**src/rtl/m1cf_isqrt.sv**
```systemverilog
// pipelined integer square root, one result bit per stage
// no dependencies; instantiated by the top level
`timescale 1ns / 1ps

module m1cf_isqrt #(
    parameter int W    = 64,
    parameter int SB_W = 1
) (
    input  logic              aclk,
    input  logic              aresetn,
    input  logic              en,
    input  logic              in_valid,
    input  logic [W-1:0]      in_val,
    input  logic [SB_W-1:0]   in_sb,
    output logic              out_valid,
    output logic [W/2-1:0]    out_root,
    output logic [SB_W-1:0]   out_sb
);

    localparam int STAGES = W / 2;

    logic [W-1:0]    v_reg    [STAGES];
    logic [W-1:0]    r_reg    [STAGES];
    logic [SB_W-1:0] sb_reg   [STAGES];
    logic [STAGES-1:0] vld_reg;

    logic [W-1:0] v_cur  [STAGES];
    logic [W-1:0] r_cur  [STAGES];
    logic [W-1:0] v_next [STAGES];
    logic [W-1:0] r_next [STAGES];

    always_comb begin
        logic [W:0]   sum;
        logic [W-1:0] bitv;
        v_cur[0] = in_val;
        r_cur[0] = '0;
        for (int k = 1; k < STAGES; k++) begin
            v_cur[k] = v_reg[k-1];
            r_cur[k] = r_reg[k-1];
        end
        for (int k = 0; k < STAGES; k++) begin
            bitv = {{(W-1){1'b0}}, 1'b1} << (W - 2 - 2 * k);
            sum  = {1'b0, r_cur[k]} + {1'b0, bitv};
            if ({1'b0, v_cur[k]} >= sum) begin
                v_next[k] = v_cur[k] - sum[W-1:0];
                r_next[k] = (r_cur[k] >> 1) + bitv;
            end else begin
                v_next[k] = v_cur[k];
                r_next[k] = r_cur[k] >> 1;
            end
        end
    end

    always_ff @(posedge aclk) begin
        if (!aresetn) begin
            vld_reg <= '0;
        end else if (en) begin
            vld_reg <= {vld_reg[STAGES-2:0], in_valid};
        end
    end

    always_ff @(posedge aclk) begin
        if (en) begin
            sb_reg[0] <= in_sb;
            for (int k = 1; k < STAGES; k++) begin
                sb_reg[k] <= sb_reg[k-1];
            end
            for (int k = 0; k < STAGES; k++) begin
                v_reg[k] <= v_next[k];
                r_reg[k] <= r_next[k];
            end
        end
    end

    assign out_valid = vld_reg[STAGES-1];
    assign out_root  = r_reg[STAGES-1][W/2-1:0];
    assign out_sb    = sb_reg[STAGES-1];

endmodule

```
**config.mk**
```make
export PLATFORM = sky130hd
export DESIGN_NAME = m1cf_isqrt
export DESIGN_NICKNAME = d
export VERILOG_FILES = /design/src/rtl/m1cf_isqrt.sv
export SDC_FILE = /design/constraint.sdc
export NUM_CORES = 2
export LEC_CHECK = 0
export BUFFER_PORTS_ARGS = -buffer_cell sky130_fd_sc_hd__buf_2
export CAP_MARGIN = 20
export CORE_UTILIZATION = 60
export CTS_CLUSTER_DIAMETER = 30
export DETAILED_ROUTE_END_ITERATION = 8
export PLACE_DENSITY_LB_ADDON = 0.08
export RECOVER_POWER = 25
export SLEW_MARGIN = 25
export SYNTH_ARGS = -nofsm -noshare
export SYNTH_HDL_FRONTEND = slang
export SYNTH_MEMORY_MAX_BITS = 65536
export SYNTH_SLANG_ARGS = --single-unit
```
**constraint.sdc**
```tcl
create_clock -name aclk -period 10.2 [get_ports aclk]
set_clock_uncertainty 0.2 [all_clocks]
set_input_delay 1.02 -clock aclk [delete_from_list [all_inputs] [get_ports aclk]]
set_output_delay 1.02 -clock aclk [all_outputs]
set_load 0.05 [all_outputs]
```
==> flow_summary_export.csv <==
group,metric,value,unit
die,die_w,454,um
drt,routed_wirelength,300000,um
clock_tree,cts_buffer_depth,4,
drt,antenna_left,0,
drt,via_per_inst,6.07,
die,fp-row-count,165,
timing,period_share,47.6,%
finish,largest_reg_flops,1984,
global_routing,grtUsageMet2,46.3,%
finish,area_growth,17.4,%
timing,setup_tns,0,ps
global_routing,top_usage_layer,"met2",
setup_path,crit_type,"flop to flop",
clock_tree,cts_tree,"done",
drt,wl_per_cell,22.6,um
place,gp_congestion,0.933,
yosys,syn_nets,10300,
yosys,synth.distinct_cells,100,
timing,setup_viol,0,
worst_hold_path,hp-class,"input pin to flop",
power_and_ir_drop,p_per_area,258,mW/mm2
run,maxCapViolCount,0,
outcome,status,"finished, final reports clean",
global_routing,gr-usage-all-layers,28.6,%
global_routing,grt_pass1_wl,455000,um
die,die_h,454,um
drt,drc,0,
setup_path,crit_start,"r_reg[1][793]$_DFFE_PP_",
drt,firstDrtPassIters,8,
die,die_area,0.206,mm2
yosys,ys_seq_elements,2576,
clock_tree,clock_sinks,2576,
place,port_buffers,102,
power_and_ir_drop,vdd_drop_max,234,uV
timing,rsz0062_at_grt,"false",
place,dpl_cell_area,0.126,mm2
setup_path,rr_startpoint,"r_reg[1][793]$_DFFE_PP_",
global_routing,first_global_vias,78000,
timing,slew-limit-headroom,14.4,%
finish,drive_gt1_share,11.0,%
timing,fmax,206,MHz
timing,fin_crit,4860,ps
yosys,synthFlopType,"edfxtp_1",
yosys,ys.warnings.count,0,
clock_tree,cts_max_level,5,
yosys,ys_seq_area_share,62.8,%
yosys,synth_area,0.123,mm2
timing,hold_viol_final,0,
yosys,syn_inst,9667,
yosys,async_reset_ff_share,0,%
place,hpwl,214000,um
setup_path,r2r_slack,5340,ps
setup_path,cp.arrival,5340,ps
yosys,synthAdderAreaFrac,5.69,%
global_routing,grt_max_degree,192,
global_routing,grt_antenna_before_repair,6,
yosys,muxShareOfSynthArea,1.27,%
global_routing,grt_overflow,0,
die,initial_utilization,60.5,%
yosys,yosys.area_share.xor_xnor,6.11,%
timing,setup_ws,5340,ps
finish,regArea,0.0770,mm2
setup_path,cp-start-kind,"flop",
timing,slew_viol_final,0,
clock_tree,cts.clk_slew.worst_paths,50,ps
setup_path,reg2reg_depth,12,
clock_tree,insertion_delay,970,ps
finish,final_cell_area,0.144,mm2
setup_path,critPathMaxFanout,77,
yosys,syn_avg_cell_area,12.7,um2
die,io_pins,103,
place,post-place-ws,5330,ps
timing,worst_pin_slew,1270,ps
global_routing,use_met3,5.19,%
setup_path,r2r-end,"v_reg[1][871]$_DFFE_PP_",
setup_path,worstSetupEndpointType,"flop",
setup_path,crit_required,10680,ps
yosys,synthSimpleGateAreaFrac,12.1,%
global_routing,grt_use_met1,40.3,%
clock_tree,post_cts_resized,0,
finish,multi_input_comb_area,0.0425,mm2
clock_tree,root_buffer,"clkbuf_16",
yosys,synth_edf_count,2544,
die,core_area,0.203,mm2
yosys,synth_top_family_by_area,"simple AND/OR/NAND/NOR gates",
finish,fin_util,71.0,%
setup_path,cp-endpoint,"v_reg[1][871]$_DFFE_PP_",
finish,layout.nets,10800,
power_and_ir_drop,p_leak,55.2,nW
drt,vias,80600,
drt,initialDrtViolationCount,7656,
clock_tree,cts_made_buffers,494,
finish,fillers,13600,
yosys,synth_compound_area_share,9.32,%
==> through the flow <==
| step | instances | hold WS (ps) | total power, mW |
|---|---|---|---|
| after global routing | 13300 | 144 | 38.5 |
| after detailed placement | 12300 | 205 | 20.8 |
| after global placement | 12300 | 201 | 20.7 |
| after CTS | 13300 | 90.4 | 37.2 |
| final | 13300 | 159 | 37.1 |
| after floorplan | 9667 | 200 | 18.6 |
==> power breakdown <==
part	switching [mW]	leakage [nW]	total (mW)	internal, mW
Clock	5.56	8.15	16.3	10.8
Sequential	1.04	24.7	14.4	13.4
Combinational	3.82	22.3	6.37	2.55
Total	10.4	55.2	37.1	26.7
==> cell usage after synthesis, drive strengths merged (46+ instances only) <==
cell | count | share of area [%]
edfxtp | 2544 | 62
inv | 693 | 2.1
nor2 | 629 | 1.9
a21oi | 574 | 2.3
nand2 | 570 | 1.7
ha | 558 | 5.7
xnor2 | 468 | 3.3
o21ai | 422 | 1.7
xor2 | 388 | 2.8
nor4 | 353 | 1.8
nor3 | 258 | 1.1
a21o | 245 | 1.5
nand3 | 176 | 0.74
clkbuf | 145 | 0.44
nand4 | 138 | 0.71
nand2b | 115 | 0.59
nor2b | 106 | 0.55
o21a | 103 | 0.63
mux2 | 92 | 0.86
or3 | 91 | 0.46
or4 | 77 | 0.47
and3 | 59 | 0.30
nor4b | 57 | 0.41
o21bai | 57 | 0.35
a211oi | 51 | 0.31
o31ai | 51 | 0.31
mux2i | 50 | 0.41
buf | 47 | 0.19
a31oi | 46 | 0.23
==> cells by family after synthesis <==
kind of cell / after synthesis
DFF: 2576
AOI/OAI and AO/OA: 1820
muxes: 142
and+or+nand+nor: 2830
xor gates and xnor gates: 856
buffers and inverters: 885
adders and majority gates: 558
==> metal layers <==
layer	wire length (um)	share of wire, %	vias to the layer above
li1	-	-	37700
met1	132000	44	39700
met2	141000	47	2687
met3	19800	6.6	483
met4	6310	2.1	2
met5	8	0.0027	-
==> critical path: stages, from the launching register on <==
cell and delay [ps]:
edfxtp_1 440, inv_1 70, ha_1 430, nand4_1 290
nor4b_1 710, nand4_1 230, nor4_1 630, and3b_1 300
o21ai_4 70, buf_4 680, and4_1 300, o21ai_0 90
xnor2_1 160
==> what timing repair did <==
action	CTS	global route
setup endpoints to repair	0	0
endpoints found under the hold margin	63	0
setup buffers	0	0
hold buffers	63	0
==> cell type report <==
| cell class | count | area share, % |
|---|---|---|
| antenna | 5 | 0.00869 |
| clock buffer | 541 | 8.77 |
| clock inverter | 366 | 2.99 |
| inverter | 693 | 1.81 |
| multi-input combinational | 6206 | 29.5 |
| sequential | 2576 | 53.5 |
| tap | 2672 | 2.32 |
| timing repair buffer | 211 | 1.14 |
==> placed cells by master, fill, tap and decap left out, drive strengths merged, types with 59 or more instances in the layout <==
cell         instances
xnor2              468
nand2              570
nand3              176
nor2               629
xor2               388
o21a               103
a21o               245
or3                 91
o21ai              422
nor2b              106
bufinv              70
nand2b             115
or4                 77
mux2                92
a21oi              574
buf                147
clkinv             162
ha                 558
nor3               258
inv                770
and3                59
nor4               353
edfxtp            2544
clkbuf             542
dlygate4sd3         63
nand4              138
==> how the worst min path moves through the flow <==
stage / cells past startpoint / slack, ps / from / to
final: 3 / 160 / in_valid / vld_reg[0]$_SDFFE_PN0P_
after global routing: 3 / 140 / in_valid / vld_reg[0]$_SDFFE_PN0P_
after CTS: 3 / 90 / in_valid / vld_reg[0]$_SDFFE_PN0P_
after detailed placement: 0 / 200 / sb_reg[1][10]$_DFFE_PP_ / sb_reg[1][11]$_DFFE_PP_
after global placement: 0 / 200 / sb_reg[1][1]$_DFFE_PP_ / sb_reg[1][2]$_DFFE_PP_
after floorplan: 0 / 200 / sb_reg[0][9]$_DFFE_PP_ / sb_reg[0][10]$_DFFE_PP_
Note: power is estimated with default switching activity, not from simulation.
